`config.mk`:
```
export PLATFORM = sky130hd
export DESIGN_NAME = wbmm_div
export DESIGN_NICKNAME = d
export VERILOG_FILES = /design/src/sv/wbmm_pkg.sv /design/src/sv/wbmm_div.sv
export SDC_FILE = /design/constraint.sdc
export NUM_CORES = 1
export LEC_CHECK = 0
export ABC_AREA = 1
export BUFFER_PORTS_ARGS = -buffer_cell sky130_fd_sc_hd__buf_2
export CAP_MARGIN = 40
export CORE_MARGIN = 4
export CORE_UTILIZATION = 50
export CTS_CLUSTER_SIZE = 28
export DETAILED_ROUTE_END_ITERATION = 16
export GPL_TIMING_DRIVEN = 0
export PLACE_DENSITY = 0.72
export SYNTH_ARGS = -nofsm -noshare
export SYNTH_HDL_FRONTEND = slang
export SYNTH_SLANG_ARGS = --single-unit
```
`constraint.sdc`:
```
create_clock -name aclk -period 2.9 [get_ports aclk]
set_clock_uncertainty 0.1 [all_clocks]
set_input_delay 0.725 -clock aclk [delete_from_list [all_inputs] [get_ports aclk]]
set_output_delay 0.725 -clock aclk [all_outputs]
set_load 0.02 [all_outputs]
```
`src/sv/wbmm_pkg.sv`:
```
package wbmm_pkg;

    // fixed register and field widths
    localparam int BCOUNT_W   = 13;
    localparam int TFRAMES_W  = 40;
    localparam int CFG_DW     = 40;
    localparam int CFG_IDX_W  = 2;
    localparam int BUCKET_W   = 12;
    // quotient bits: the bucket is always below bucket_count, so it fits its width
    localparam int QUO_W      = BCOUNT_W;

    // register values after reset
    localparam logic [BCOUNT_W-1:0]  BCOUNT_RST  = 13'd1024;
    localparam logic [TFRAMES_W-1:0] TFRAMES_RST = 40'd1;

    // item operation codes
    typedef enum logic [1:0] {
        OP_PUSH    = 2'd0,
        OP_READ    = 2'd1,
        OP_RESTART = 2'd2,
        OP_NOP     = 2'd3
    } op_t;

    // configuration register indexes
    typedef enum logic [CFG_IDX_W-1:0] {
        REG_BUCKET_COUNT = 2'd0,
        REG_TOTAL_FRAMES = 2'd1,
        REG_STEREO_MODE  = 2'd2
    } reg_idx_t;

endpackage

```
`src/sv/wbmm_div.sv`:
```
module wbmm_div #(
    parameter int POSITION_BITS = 40
) (
    input  logic                                            aclk,
    input  logic                                            aresetn,
    input  logic                                            start,
    input  logic [POSITION_BITS+wbmm_pkg::QUO_W-1:0]        dividend,
    input  logic [wbmm_pkg::TFRAMES_W-1:0]                  divisor,
    output logic                                            done,
    output logic [wbmm_pkg::QUO_W-1:0]                      quotient
);
    import wbmm_pkg::*;

    localparam int PW = POSITION_BITS + QUO_W;
    localparam int DW = (POSITION_BITS > TFRAMES_W) ? POSITION_BITS : TFRAMES_W;
    localparam int RW = DW + 1;
    localparam int CW = $clog2(QUO_W + 1);

    logic [RW-1:0]    rem_reg;
    logic [QUO_W-1:0] low_reg;
    logic [QUO_W-1:0] quo_reg;
    logic [CW-1:0]    cnt_reg;
    logic             done_reg;

    logic [RW-1:0]    trial;
    logic [RW-1:0]    diff;
    logic             fits;

    // one restoring step: shift in the next dividend bit, subtract if it fits
    always_comb begin
        trial = {rem_reg[RW-2:0], low_reg[QUO_W-1]};
        fits  = trial >= RW'(divisor);
        diff  = trial - RW'(divisor);
    end

    // the upper dividend bits are already below the divisor, so only the
    // low quotient bits remain to be found, one per cycle
    always_ff @(posedge aclk) begin
        if (!aresetn) begin
            cnt_reg  <= '0;
            done_reg <= 1'b0;
        end else begin
            done_reg <= !start && (cnt_reg == CW'(1));
            if (start) begin
                rem_reg <= RW'(dividend[PW-1:QUO_W]);
                low_reg <= dividend[QUO_W-1:0];
                cnt_reg <= CW'(QUO_W);
            end else if (cnt_reg != '0) begin
                rem_reg  <= fits ? diff : trial;
                low_reg  <= {low_reg[QUO_W-2:0], 1'b0};
                quo_reg  <= {quo_reg[QUO_W-2:0], fits};
                cnt_reg  <= cnt_reg - 1'b1;
            end
        end
    end

    assign done     = done_reg;
    assign quotient = quo_reg;

endmodule

```
# Yosys cells after proc, flatten, opt, wreduce, memory -nomap -nowiden
# Index checks and enable logic that the tools add are counted.
# word_totals
reg_bits	71
latchBits	0
ram_bits	0
mem_bits_ro	0
inputBits	96
mem_count	0
# classes
add_sub_neg	2
multipliers	0
div_mod_pow	0
order_cmp	1
eq_ne	1
n_shift	0
n_mux	7
bitwise	2
reduce_logical	7
# ops
operator	n
$mux 40	3
$ge 41x40->1	1
$sub 40x40->40	1
$mux 13	2
$mux 4	2
$eq 4x1->1 const B	1
$reduce_bool 4->1	1
$sub 4x1->4 const B	1
$reduce_and 3->1	1
$not 1->1	2
$reduce_and 2->1	1
$reduce_bool 2->1	1
$reduce_or 2->1	1
$logic_and 1x1->1	1
$logic_not 1->1	1

# Logic depth before layout (Yosys ltp)
# Gate-level depths: netlist of the first run.
# logic_depth
word_depth	4
mapped_depth	17

# Worst setup path after synthesis of the first run
# Ideal clock, no wire load.
# synth_path
path_kind	in2reg
from	input port start
to	register low_reg[0] (enable)
arrival_time_ns	2.145
required_time_ns	2.393
setup_slack_ns	0.248
stages	3
path_buffers	1
path_cell_list	clkbuf_1 o21ai_0 inv_1
# synth_between
elab_chain_len	2
# synth_rtl
element	line	text
from (decl)	wbmm_div.sv:6	input logic start,
$reduce_bool 2->1 (no line)	-	
$reduce_and 2->1 (no line)	-	
to (signal assigned)	wbmm_div.sv:46	low_reg <= dividend[QUO_W-1:0];
to (signal assigned)	wbmm_div.sv:50	low_reg <= {low_reg[QUO_W-2:0], 1'b0};
to (decl)	wbmm_div.sv:20	logic [QUO_W-1:0] low_reg;
# No other way between the ends.
# A chain may end at the register's enable or synchronous reset.

# Worst setup path after layout of the first run
# layout_path
from	input port divisor[7] (netlist bit)
to	register rem_reg[31], data pin
# layout_between
elab_chain_len	4
elab_cells_between_ends	5
classes_between	1 x add/sub; 1 x order compare; 3 x mux
# layout_rtl
element	line	text
from (decl)	wbmm_div.sv:8	input logic [wbmm_pkg::TFRAMES_W-1:0] divisor,
$sub 40x40->40 or $ge 41x40->1 (tied branches)	wbmm_div.sv:33, wbmm_div.sv:32	
$mux 40 (*)	wbmm_div.sv:49	rem_reg <= fits ? diff : trial;
$mux 40 (*)	wbmm_div.sv:48	end else if (cnt_reg != '0) begin
$mux 40 (*)	wbmm_div.sv:44	if (start) begin
to (signal assigned)	wbmm_div.sv:45	rem_reg <= RW'(dividend[PW-1:QUO_W]);
to (signal assigned)	wbmm_div.sv:49	
to (decl)	wbmm_div.sv:19	logic [RW-1:0] rem_reg;
# Every way passes the cells marked *; elsewhere a longest branch is shown, timed or not. The select of a mux whose other input is x is not followed.

==> impl_metrics.env, run 1 <==
export IMPL_min_path_type="reg -> reg"
export IMPL_kind_of_start_point_of_the_critical_path="primary input"
export IMPL_drt_pass1_iter_count=7
export IMPL_initial_utilization_pct=51.8
export IMPL_num_antenna_cells=0
export IMPL_min_path_cells=0
export IMPL_number_of_input_and_output_port_buffers_inserted=109
export IMPL_io_pins=110
export IMPL_reg_to_reg_end="rem_reg[31]"
export IMPL_synth_area_um2=6940
export IMPL_fp_row_count=42
export IMPL_cts_hold_fix_buffers=0
export IMPL_critical_path_arrival_ns=2.72
export IMPL_clk_latency_ns=0.35
export IMPL_overall_die_area_um2=15800
export IMPL_timing_final_max_slew_violations=0
export IMPL_grt_overflow=0
export IMPL_final_hold_violation_count=0
export IMPL_crit_slowest_cell="sky130_fd_sc_hd__ha_1"
export IMPL_hpwl_um=16900
export IMPL_timing_max_slew_rel_slack_pct=52.2
export IMPL_status="finished, final reports clean"
export IMPL_hold_worst_slack_ns=0.345
export IMPL_rr_startpoint="rem_reg[30]"
export IMPL_clk_transition_reported_paths_ns=0.06
export IMPL_r2r_worst_path_cells=13
export IMPL_placedInstanceArea_um2=7730
export IMPL_rsz_0062_raised_after_global_routing="false"
export IMPL_max_freq_mhz=366
export IMPL_route_detailed_drc=0
export IMPL_grt_antenna_before_repair=0
export IMPL_routed_wire_length_per_instance_um=14.7
export IMPL_floorplan_core_area_um2=13400
export IMPL_master_cell_of_the_clock_root_buffer="sky130_fd_sc_hd__clkbuf_16"
export IMPL_avgViaCountPerCell=4.91
export IMPL_report_final_setup_viol=0
export IMPL_ys_warn_count=0
export IMPL_cts_sinks=71
export IMPL_netlist_area_leader_share_pct=28.6
export IMPL_max_stage_delay_ns=0.34
export IMPL_cts_post_setup_buffers_inserted=0
export IMPL_synth_seq_area_share_pct=30.0
export IMPL_critical_path_class="in -> reg"
export IMPL_post_cts_resize_count=0
export IMPL_tritoncts="done"
export IMPL_synth_ff_latch_count=71
export IMPL_drt_antenna_violating_nets=0
export IMPL_final_min_period_over_clock_period_pct=94.1
export IMPL_number_of_flip_flops_in_the_largest_register=40
export IMPL_place_gp_congestion=0.984
export IMPL_grt_first_pass_wirelength_um=33200
export IMPL_synth_nets=1250
export IMPL_grt_max_degree=34
export IMPL_clockBufferDepth=2
export IMPL_crit_path_frequent_cell="sky130_fd_sc_hd__nand2_1"
export IMPL_grtUsageTotal_pct=26.3
export IMPL_minimum_clock_period_ns=2.73
export IMPL_postLayoutCellArea_um2=8040
export IMPL_h_tree_depth=3
export IMPL_cellLeakagePower_nw=4.56
export IMPL_die_w_um=126
export IMPL_vias=6936
export IMPL_syn_inst=1111
export IMPL_synth_cell_types=36
export IMPL_drv_max_cap_violation_count=0
export IMPL_worst_slew_pin_transition_ns=0.716
export IMPL_synth_top_cells_by_area="sky130_fd_sc_hd__edfxtp_1, sky130_fd_sc_hd__nand2_1, sky130_fd_sc_hd__inv_1"
export IMPL_synth_largest_area_cell="sky130_fd_sc_hd__edfxtp_1"
export IMPL_wl_um=20800
export IMPL_max_vdd_ir_drop_uv=392
export IMPL_syn2layout_area_growth_pct=15.9
export IMPL_final_layout_size_suffix_gt1_share_pct=13.1
export IMPL_synthesis_area_per_instance_um2=6.24
export IMPL_crit_buf_inv=5
export IMPL_power_density_nw_per_um2=524
export IMPL_fp_dieH_um=126
export IMPL_cpLargestDelayFamily="simple AND/OR/NAND/NOR gates"
export IMPL_grt_pass1_vias=6759
export IMPL_setup_worst_path_end_class="flop"
export IMPL_critical_path_cell_chain="buf_2 -> inv_1 -> ha_1 -> nand2_1 -> inv_1 -> nand2_1 -> nand2_1 -> inv_1 -> nand3_2 -> nand2_2 -> nand3_2 -> nand2_2 -> buf_4 -> nand3b_1 -> nand3_1 -> nand2_1"
export IMPL_required_ns=2.89
export IMPL_n_fill_cell=1403
export IMPL_holdCritStartpoint="quotient[7]"
export IMPL_numCtsBuffers=9
export IMPL_finalNetCount=1372
export IMPL_setup_reg_to_reg_worst_slack_ns=0.22
export IMPL_drt_iter0_markers=512
export IMPL_cp_max_fo=10
export IMPL_hold_path_end="quotient[8]"
==> metrics by stage <==
stage / instances / TNS, ns / util [%] / total power, mW / setup slack, ns
floorplan: 1111 / 0 / - / 2.61 / 0.248
global placement: 1396 / -44.09 / 57.5 / 3.06 / -0.708
detailed placement: 1398 / -7.25 / 57.7 / 3.09 / -0.297
CTS: 1414 / 0 / 59.8 / 4.19 / 0.0577
global route: 1414 / 0 / 60.0 / 4.50 / 0.00172
finish: 1414 / 0 / 60.0 / 4.21 / 0.171
==> worst register-to-register path: stages (launching register included) <==
cell                       delay [ns]
sky130_fd_sc_hd__edfxtp_1        0.45
sky130_fd_sc_hd__ha_1            0.43
sky130_fd_sc_hd__nand2_1         0.13
sky130_fd_sc_hd__nor2_2          0.19
sky130_fd_sc_hd__inv_1           0.07
sky130_fd_sc_hd__nor2_2          0.11
sky130_fd_sc_hd__nand2_2         0.12
sky130_fd_sc_hd__nor3_4          0.21
sky130_fd_sc_hd__nor2_4          0.07
sky130_fd_sc_hd__nand2_4         0.11
sky130_fd_sc_hd__buf_6           0.17
sky130_fd_sc_hd__nand2_1         0.08
sky130_fd_sc_hd__nand3_1         0.10
sky130_fd_sc_hd__nand2_1         0.09
==> worst max-delay path by stage <==
stage | startpoint | endpoint | slack [ns] | depth (start not counted)
CTS | divisor[3] | rem_reg[31] | 0.06 | 16
global route | divisor[24] | rem_reg[31] | 0.002 | 15
detailed placement | divisor[3] | rem_reg[31] | -0.30 | 16
finish | divisor[7] | rem_reg[31] | 0.17 | 16
global placement | start | rem_reg[14] | -0.71 | 4
floorplan | start | low_reg[0] | 0.25 | 3
==> kinds of logic after synthesis <==
group / synth area share [%]
AO/OA/AOI/OAI: 3.50
XOR/XNOR: 2.65
adder cells (fa/ha/maj): 7.87
buffers and inverters: 13.9
flip-flops: 30.0
AND/OR/NAND/NOR: 42.1
==> where the power goes <==
| part | switching, mW | internal (mW) | total [mW] |
|---|---|---|---|
| Combinational | 1.13 | 0.642 | 1.77 |
| Clock | 0.515 | 0.597 | 1.11 |
| Sequential | 0.0550 | 1.27 | 1.32 |
| Total | 1.70 | 2.51 | 4.21 |
==> area by class of cell <==
type                    count  area, um2  share of cell area, %
plain buffers              23        143                   1.77
multi-input cells         796       3910                   48.6
repair buffers            111        573                   7.13
well taps                 176        220                   2.74
clock inverters             7       61.3                  0.763
clock buffers               9        225                   2.80
inverters                 221        830                   10.3
flip-flops and latches     71       2080                   25.9
==> Yosys cell counts, drive strengths merged <==
library cell,n
a21boi,1
nor3b,1
clkbuf,8
or2,1
nor3,8
a21oi,28
nand3,81
xor2,1
clkinv,6
edfxtp,66
nand4,3
o21bai,6
ha,42
o21ai,7
nand3b,39
dfxtp,5
xnor2,20
a211oi,1
o31ai,1
and2,6
buf,15
nand2,477
fa,1
inv,215
nor2,72
==> placed cells by master (no fill, tap or decap), drive strengths merged, types with 19 or more instances in the layout <==
cell / count
nor2: 72
a21oi: 28
xnor2: 20
inv: 219
nand2: 477
nand3: 81
edfxtp: 66
ha: 42
buf: 124
nand3b: 39
clkbuf: 19
==> per-layer routing <==
metal | vias up | share of wire, % | routed length, um | track usage, %
met1 | 3065 | 47 | 9810 | 36.0
li1 | 3648 | - | - | -
met3 | 34 | 5.1 | 1070 | 3.18
met2 | 189 | 45 | 9320 | 42.7
met4 | 0 | 2.8 | 586 | 9.97
met5 | - | 0 | 0 | 0
(Power assumes the default switching activity.)
==> run 2: changes to the inputs <==
- CTS_CLUSTER_SIZE: 28 -> unset
- SETUP_SLACK_MARGIN: unset -> 0.2
==> impl_metrics.env, run 2 (same netlist as run 1, synthesis figures left out) <==
export IMPL_timing_final_max_slew_violations=0
export IMPL_overall_die_area_um2=15800
export IMPL_cp_max_fo=10
export IMPL_switching_power_of_the_nets_mw=1.75
export IMPL_reg_to_reg_end="rem_reg[31]"
export IMPL_pwr_share_clk_pct=25.6
export IMPL_vias=7007
export IMPL_cpLargestDelayFamily="simple AND/OR/NAND/NOR gates"
export IMPL_clockBufferDepth=2
export IMPL_hold_path_end="quotient[8]"
export IMPL_share_of_power_burned_in_combinational_logic_pct=43.5
export IMPL_number_of_flip_flops_in_the_largest_register=40
export IMPL_avgViaCountPerCell=4.95
export IMPL_rsz_0062_raised_after_global_routing="true"
export IMPL_timing_max_slew_rel_slack_pct=51.7
export IMPL_grt_antenna_before_repair=0
export IMPL_die_w_um=126
export IMPL_required_ns=2.90
export IMPL_clk_transition_reported_paths_ns=0.06
export IMPL_postLayoutCellArea_um2=8330
export IMPL_clk_latency_ns=0.35
export IMPL_place_gp_congestion=0.984
export IMPL_min_path_type="reg -> reg"
export IMPL_master_cell_of_the_clock_root_buffer="sky130_fd_sc_hd__clkbuf_16"
export IMPL_crit_buf_inv=5
export IMPL_h_tree_depth=3
export IMPL_max_stage_delay_ns=0.24
export IMPL_max_vdd_ir_drop_uv=391
export IMPL_critical_path_class="in -> reg"
export IMPL_fp_row_count=42
export IMPL_holdCritStartpoint="quotient[7]"
export IMPL_syn2layout_area_growth_pct=20.1
export IMPL_minimum_clock_period_ns=2.64
export IMPL_layout_cells_most_common_list="sky130_fd_sc_hd__nand2_1, sky130_fd_sc_hd__inv_1, sky130_fd_sc_hd__buf_2"
export IMPL_final_layout_size_suffix_gt1_share_pct=16.3
export IMPL_drt_iter0_markers=468
export IMPL_final_hold_violation_count=0
export IMPL_cts_sinks=71
export IMPL_power_density_nw_per_um2=520
export IMPL_p_sw_share_pct=40.5
export IMPL_min_path_cells=0
export IMPL_routed_wire_length_per_instance_um=14.9
export IMPL_intPower_mw=2.58
export IMPL_finalNetCount=1374
export IMPL_grtUsageTotal_pct=26.3
export IMPL_max_freq_mhz=378
export IMPL_placedInstanceArea_um2=7730
export IMPL_finalPower_mw=4.33
export IMPL_drt_pass1_iter_count=5
export IMPL_grt_first_pass_wirelength_um=33200
export IMPL_r2r_worst_path_cells=13
export IMPL_route_detailed_drc=0
export IMPL_drt_antenna_violating_nets=0
export IMPL_io_pins=110
export IMPL_initial_utilization_pct=51.8
export IMPL_worst_slew_pin_transition_ns=0.725
export IMPL_crit_slowest_cell="sky130_fd_sc_hd__ha_4"
export IMPL_rr_startpoint="rem_reg[20]"
export IMPL_number_of_input_and_output_port_buffers_inserted=109
export IMPL_seq_power_share_pct=30.9
export IMPL_kind_of_start_point_of_the_critical_path="primary input"
export IMPL_fp_dieH_um=126
export IMPL_setup_reg_to_reg_worst_slack_ns=0.33
export IMPL_grt_pass1_vias=6759
export IMPL_wl_um=21200
export IMPL_critical_path_cell_chain="buf_2 -> inv_1 -> ha_4 -> nand2_2 -> inv_1 -> nand2_1 -> nand2_1 -> inv_1 -> nand3_2 -> nand2_2 -> nand3_2 -> nand2_4 -> buf_4 -> nand3b_1 -> nand3_1 -> nand2_1"
export IMPL_final_min_period_over_clock_period_pct=91.2
export IMPL_num_antenna_cells=0
export IMPL_setup_worst_path_end_class="flop"
export IMPL_floorplan_core_area_um2=13400
export IMPL_grt_max_degree=34
export IMPL_tritoncts="done"
export IMPL_drv_max_cap_violation_count=0
export IMPL_layout_commonest_cell="sky130_fd_sc_hd__nand2_1"
export IMPL_numCtsBuffers=9
export IMPL_grt_overflow=0
export IMPL_report_final_setup_viol=0
export IMPL_critical_path_arrival_ns=2.64
export IMPL_hpwl_um=16900
export IMPL_cellLeakagePower_nw=4.59
export IMPL_status="finished, final reports clean"
-- run 2: cell types whose count changed in the layout (fill, tap and decap cells not counted), sizes merged --
cell,change
clkbuf,+2
-- run 2: power by group through the flow --
stage / Clock (mW) / Combinational [mW] / Sequential [mW]
after detailed placement: 0 / 1.74 / 1.35
final: 1.11 / 1.89 / 1.34
after global routing: 1.16 / 2.11 / 1.35
after CTS: 1.11 / 1.76 / 1.32
after global placement: 0 / 1.72 / 1.35
after floorplan: 0 / 1.27 / 1.34
-- run 2: stage by stage --
step	TNS (ns)	hold WS [ns]	utilization, %	worst slack [ns]	cells
after floorplan	0	0.357	-	0.248	1111
after global placement	-44.09	0.322	57.5	-0.708	1396
after detailed placement	-7.25	0.330	57.7	-0.297	1398
after CTS	0	0.345	59.9	0.232	1414
after global routing	0	0.360	62.2	0.160	1416
final	0	0.345	62.2	0.255	1416
-- run 2: area by class of cell --
| type | count | area, um2 |
|---|---|---|
| multi-input cells | 796 | 4160 |
| flip-flops and latches | 71 | 2080 |
| plain buffers | 23 | 161 |
| well taps | 176 | 220 |
| clock inverters | 7 | 61.3 |
| inverters | 221 | 830 |
| repair buffers | 113 | 588 |
| clock buffers | 9 | 225 |
| fillers | 1357 | 5070 |
-- run 2: repair_timing --
action / CTS / global route
buffers inserted: 0 / 2
pin swaps: 0 / 4
hold buffers: 0 / 0
endpoints found under the setup margin: 28 / 40
resized for setup: 3 / 58
-- run 2: worst max path at each step --
stage                   to  cells after the start         from  slack [ns]
5_1_grt        rem_reg[34]                     18   divisor[7]        0.16
4_1_cts        rem_reg[31]                     14  divisor[30]        0.23
3_3_place_gp   rem_reg[14]                      4        start       -0.71
3_5_place_dp   rem_reg[31]                     16   divisor[3]       -0.30
6_report       rem_reg[31]                     16   divisor[7]        0.26
2_1_floorplan   low_reg[0]                      3        start        0.25
-- run 2: worst register-to-register path: stages, from the launching register on --
cell and delay (ns):
sky130_fd_sc_hd__edfxtp_1 0.41, sky130_fd_sc_hd__ha_1 0.38, sky130_fd_sc_hd__nand2_2 0.10, sky130_fd_sc_hd__nor2_2 0.15, sky130_fd_sc_hd__inv_2 0.05, sky130_fd_sc_hd__nor2_2 0.15, sky130_fd_sc_hd__nand2_2 0.13, sky130_fd_sc_hd__nor3_4 0.21
sky130_fd_sc_hd__nor2_4 0.09, sky130_fd_sc_hd__nand2_4 0.12, sky130_fd_sc_hd__buf_6 0.17, sky130_fd_sc_hd__nand2_1 0.08, sky130_fd_sc_hd__nand3_1 0.10, sky130_fd_sc_hd__nand2_1 0.09
-- run 2: routing by layer --
layer  up-vias  GRT usage (%)  wire [um]
met5         -              0          0
met4         0           9.97        565
met3        33           3.18        979
met2       178           42.7       9610
met1      3142           36.0      10000
li1       3654              -          -
==> run 3: changes to the inputs <==
- ABC_AREA: 1 -> unset
- CAP_MARGIN: 40 -> unset
- PLACE_DENSITY: 0.72 -> 0.73
- clock period: 2.9 -> 2.5 ns (I/O delays scaled with it)
==> impl_metrics.env, run 3 <==
export IMPL_initial_utilization_pct=52.1
export IMPL_yosys_area_share_adder_pct=9.46
export IMPL_reg_to_reg_end="rem_reg[36]"
export IMPL_synth_top_cells_by_count="sky130_fd_sc_hd__nand2_1, sky130_fd_sc_hd__edfxtp_1, sky130_fd_sc_hd__inv_1"
export IMPL_status="finished, violations left"
export IMPL_grt_pass1_vias=5558
export IMPL_timing_max_slew_rel_slack_pct=47.8
export IMPL_numCtsBuffers=9
export IMPL_placedInstanceArea_um2=6590
export IMPL_h_tree_depth=3
export IMPL_route_detailed_drc=0
export IMPL_syn2layout_area_growth_pct=32.0
export IMPL_crit_end="rem_reg[36]"
export IMPL_synth_top_cells_by_area="sky130_fd_sc_hd__edfxtp_1, sky130_fd_sc_hd__ha_1, sky130_fd_sc_hd__nand2_1"
export IMPL_max_stage_delay_ns=0.48
export IMPL_fp_row_count=38
export IMPL_post_synth_and_or_nand_nor_area_fraction_pct=16.6
export IMPL_synth_seq_area_share_pct=36.1
export IMPL_postLayoutSetupSlackWorst_ns=-0.900
export IMPL_num_antenna_cells=0
export IMPL_critical_path_arrival_ns=3.40
export IMPL_clk_transition_reported_paths_ns=0.06
export IMPL_cp_max_fo=3
export IMPL_power_density_nw_per_um2=727
export IMPL_max_freq_mhz=294
export IMPL_master_cell_of_the_clock_root_buffer="sky130_fd_sc_hd__clkbuf_16"
export IMPL_netlist_area_leader_share_pct=34.4
export IMPL_failed_checks="negative setup slack"
export IMPL_final_layout_size_suffix_gt1_share_pct=31.0
export IMPL_cts_hold_fix_buffers=0
export IMPL_setup_reg_to_reg_worst_slack_ns=-0.90
export IMPL_die_w_um=115
export IMPL_grtUsageTotal_pct=27.1
export IMPL_place_gp_congestion=0.975
export IMPL_synth_compound_gate_area_share_pct=22.0
export IMPL_worst_slew_pin_transition_ns=0.783
export IMPL_synth_nets=774
export IMPL_synth_largest_area_cell="sky130_fd_sc_hd__edfxtp_1"
export IMPL_synthesis_area_per_instance_um2=9.08
export IMPL_synth_enable_flop_cells=66
export IMPL_ys_flop_type="sky130_fd_sc_hd__edfxtp_1"
export IMPL_routed_wire_length_per_instance_um=19.9
export IMPL_synth_mux_area_share_pct=3.75
export IMPL_drv_max_cap_violation_count=0
export IMPL_wl_um=18500
export IMPL_number_of_flip_flops_in_the_largest_register=40
export IMPL_layout_commonest_cell="sky130_fd_sc_hd__buf_2"
export IMPL_grt_max_degree=28
export IMPL_report_final_setup_viol=41
export IMPL_grt_overflow=0
export IMPL_n_fill_cell=862
export IMPL_sequential_cell_area_um2=2080
export IMPL_rr_startpoint="rem_reg[0]"
export IMPL_clockBufferDepth=2
export IMPL_final_min_period_over_clock_period_pct=136
export IMPL_origin_of_the_worst_setup_path="rem_reg[0]"
export IMPL_yosys_area_share_xor_xnor_pct=5.32
export IMPL_tritoncts="done"
export IMPL_yosysMostFrequentCell="sky130_fd_sc_hd__nand2_1"
export IMPL_finalNetCount=924
export IMPL_synth_cell_types=61
export IMPL_io_pins=110
export IMPL_synthArstFlopShare_pct=0
export IMPL_max_vdd_ir_drop_uv=543
export IMPL_rsz_0062_raised_after_global_routing="true"
export IMPL_setup_worst_path_end_class="flop"
export IMPL_grt_first_pass_wirelength_um=28100
export IMPL_drt_pass1_iter_count=7
export IMPL_multiInputGateArea_um2=3640
export IMPL_timing_final_max_slew_violations=0
export IMPL_kind_of_start_point_of_the_critical_path="flop"
export IMPL_clk_latency_ns=0.35
export IMPL_ys_warn_count=0
export IMPL_hpwl_um=12700
export IMPL_drt_antenna_violating_nets=0
export IMPL_grt_antenna_before_repair=0
export IMPL_overall_die_area_um2=13300
export IMPL_synth_area_um2=5770
export IMPL_main_combinational_cell_family_by_area_after_synthesis="compound AO/OA/AOI/OAI gates"
export IMPL_critical_path_class="reg -> reg"
export IMPL_hold_worst_slack_ns=0.344
export IMPL_r2r_worst_path_cells=10
export IMPL_postLayoutCellArea_um2=7610
export IMPL_min_path_type="reg -> reg"
export IMPL_critical_path_cell_chain="buf_4 -> fa_2 -> a21o_1 -> a311o_1 -> a21oi_2 -> nand2_2 -> a41o_1 -> o41a_1 -> or4_1 -> a31o_1"
export IMPL_cellLeakagePower_nw=3.19
export IMPL_avgViaCountPerCell=6.06
export IMPL_vias=5633
export IMPL_layout_cells_most_common_list="sky130_fd_sc_hd__buf_2, sky130_fd_sc_hd__nand2_1, sky130_fd_sc_hd__edfxtp_1"
export IMPL_fp_dieH_um=115
export IMPL_drt_iter0_markers=491
export IMPL_minimum_clock_period_ns=3.40
export IMPL_final_hold_violation_count=0
export IMPL_floorplan_core_area_um2=11100
export IMPL_number_of_input_and_output_port_buffers_inserted=108
export IMPL_crit_slowest_cell="sky130_fd_sc_hd__or4_1"
export IMPL_syn_inst=635
export IMPL_cts_sinks=71
export IMPL_required_ns=2.50
export IMPL_synth_ff_latch_count=71
## run 3: where the power goes
group	leakage [nW]	internal (mW)	switching, mW
sequential	0.681	1.50	0.0850
clock	0.166	1.00	0.529
combinational	2.34	1.10	1.32
## run 3: layout make-up
class,count,area share [%]
Timing Repair Buffer,137,11.4
Inverter,62,3.06
Clock inverter,5,1.40
Tap cell,140,2.30
Buffer,33,3.45
Multi-Input combinational cell,471,47.9
Clock buffer,11,3.19
Sequential cell,71,27.3
## run 3: metrics by stage
stage / total power, mW / util [%] / setup WS [ns] / setup TNS [ns] / instances
floorplan: 3.00 / - / -0.959 / -30.18 / 635
global placement: 3.46 / 59.5 / -1.38 / -61.61 / 883
detailed placement: 3.49 / 59.5 / -1.43 / -67.71 / 883
CTS: 5.30 / 66.3 / -0.878 / -32.91 / 917
global route: 5.82 / 68.7 / -1.01 / -37.30 / 930
finish: 5.54 / 68.7 / -0.900 / -32.13 / 930
## run 3: timing repair
item                                    4_1_cts  5_1_grt
pin swaps                                    38       19
setup buffers                                15        9
endpoints found under the setup margin       94       68
resized for setup                            51       29
hold endpoints to repair                      0        0
gates cloned                                  3        4
## run 3: metal layers
layer	vias up	track usage, %	routed length, um
met5	-	0	0
met3	33	6.05	1490
met1	2675	35.7	7680
met4	0	9.39	474
li1	2661	-	-
met2	264	44.1	8830
## run 3: logic make-up (layout without fill, tap and decap cells)
kind of cell    Yosys count  in the layout
simple gates            192            192
xor+xnor                 35             35
compound gates          179            181
mux                      20             20
fa+ha+maj                43             43
buf+inv                  95            248
flops                    71             71
## run 3: worst min path at each step
stage	slack (ns)	start	cells past startpoint	end
2_1_floorplan	0.38	cnt_reg[1]	2	cnt_reg[1]
3_3_place_gp	0.33	quotient[5]	0	quotient[6]
3_5_place_dp	0.33	quotient[9]	0	quotient[10]
4_1_cts	0.35	quotient[6]	0	quotient[7]
5_1_grt	0.35	quotient[6]	0	quotient[7]
6_report	0.34	quotient[6]	0	quotient[7]
## run 3: worst max-delay path, delay by kind of cell (launching register included)
| family | cells | cell delay (ns) |
|---|---|---|
| AO/OA/AOI/OAI | 6 | 1.51 |
| adder cells (fa/ha/maj) | 1 | 0.36 |
| buffers and inverters | 1 | 0.18 |
| flip-flops | 1 | 0.43 |
| AND/OR/NAND/NOR | 2 | 0.56 |
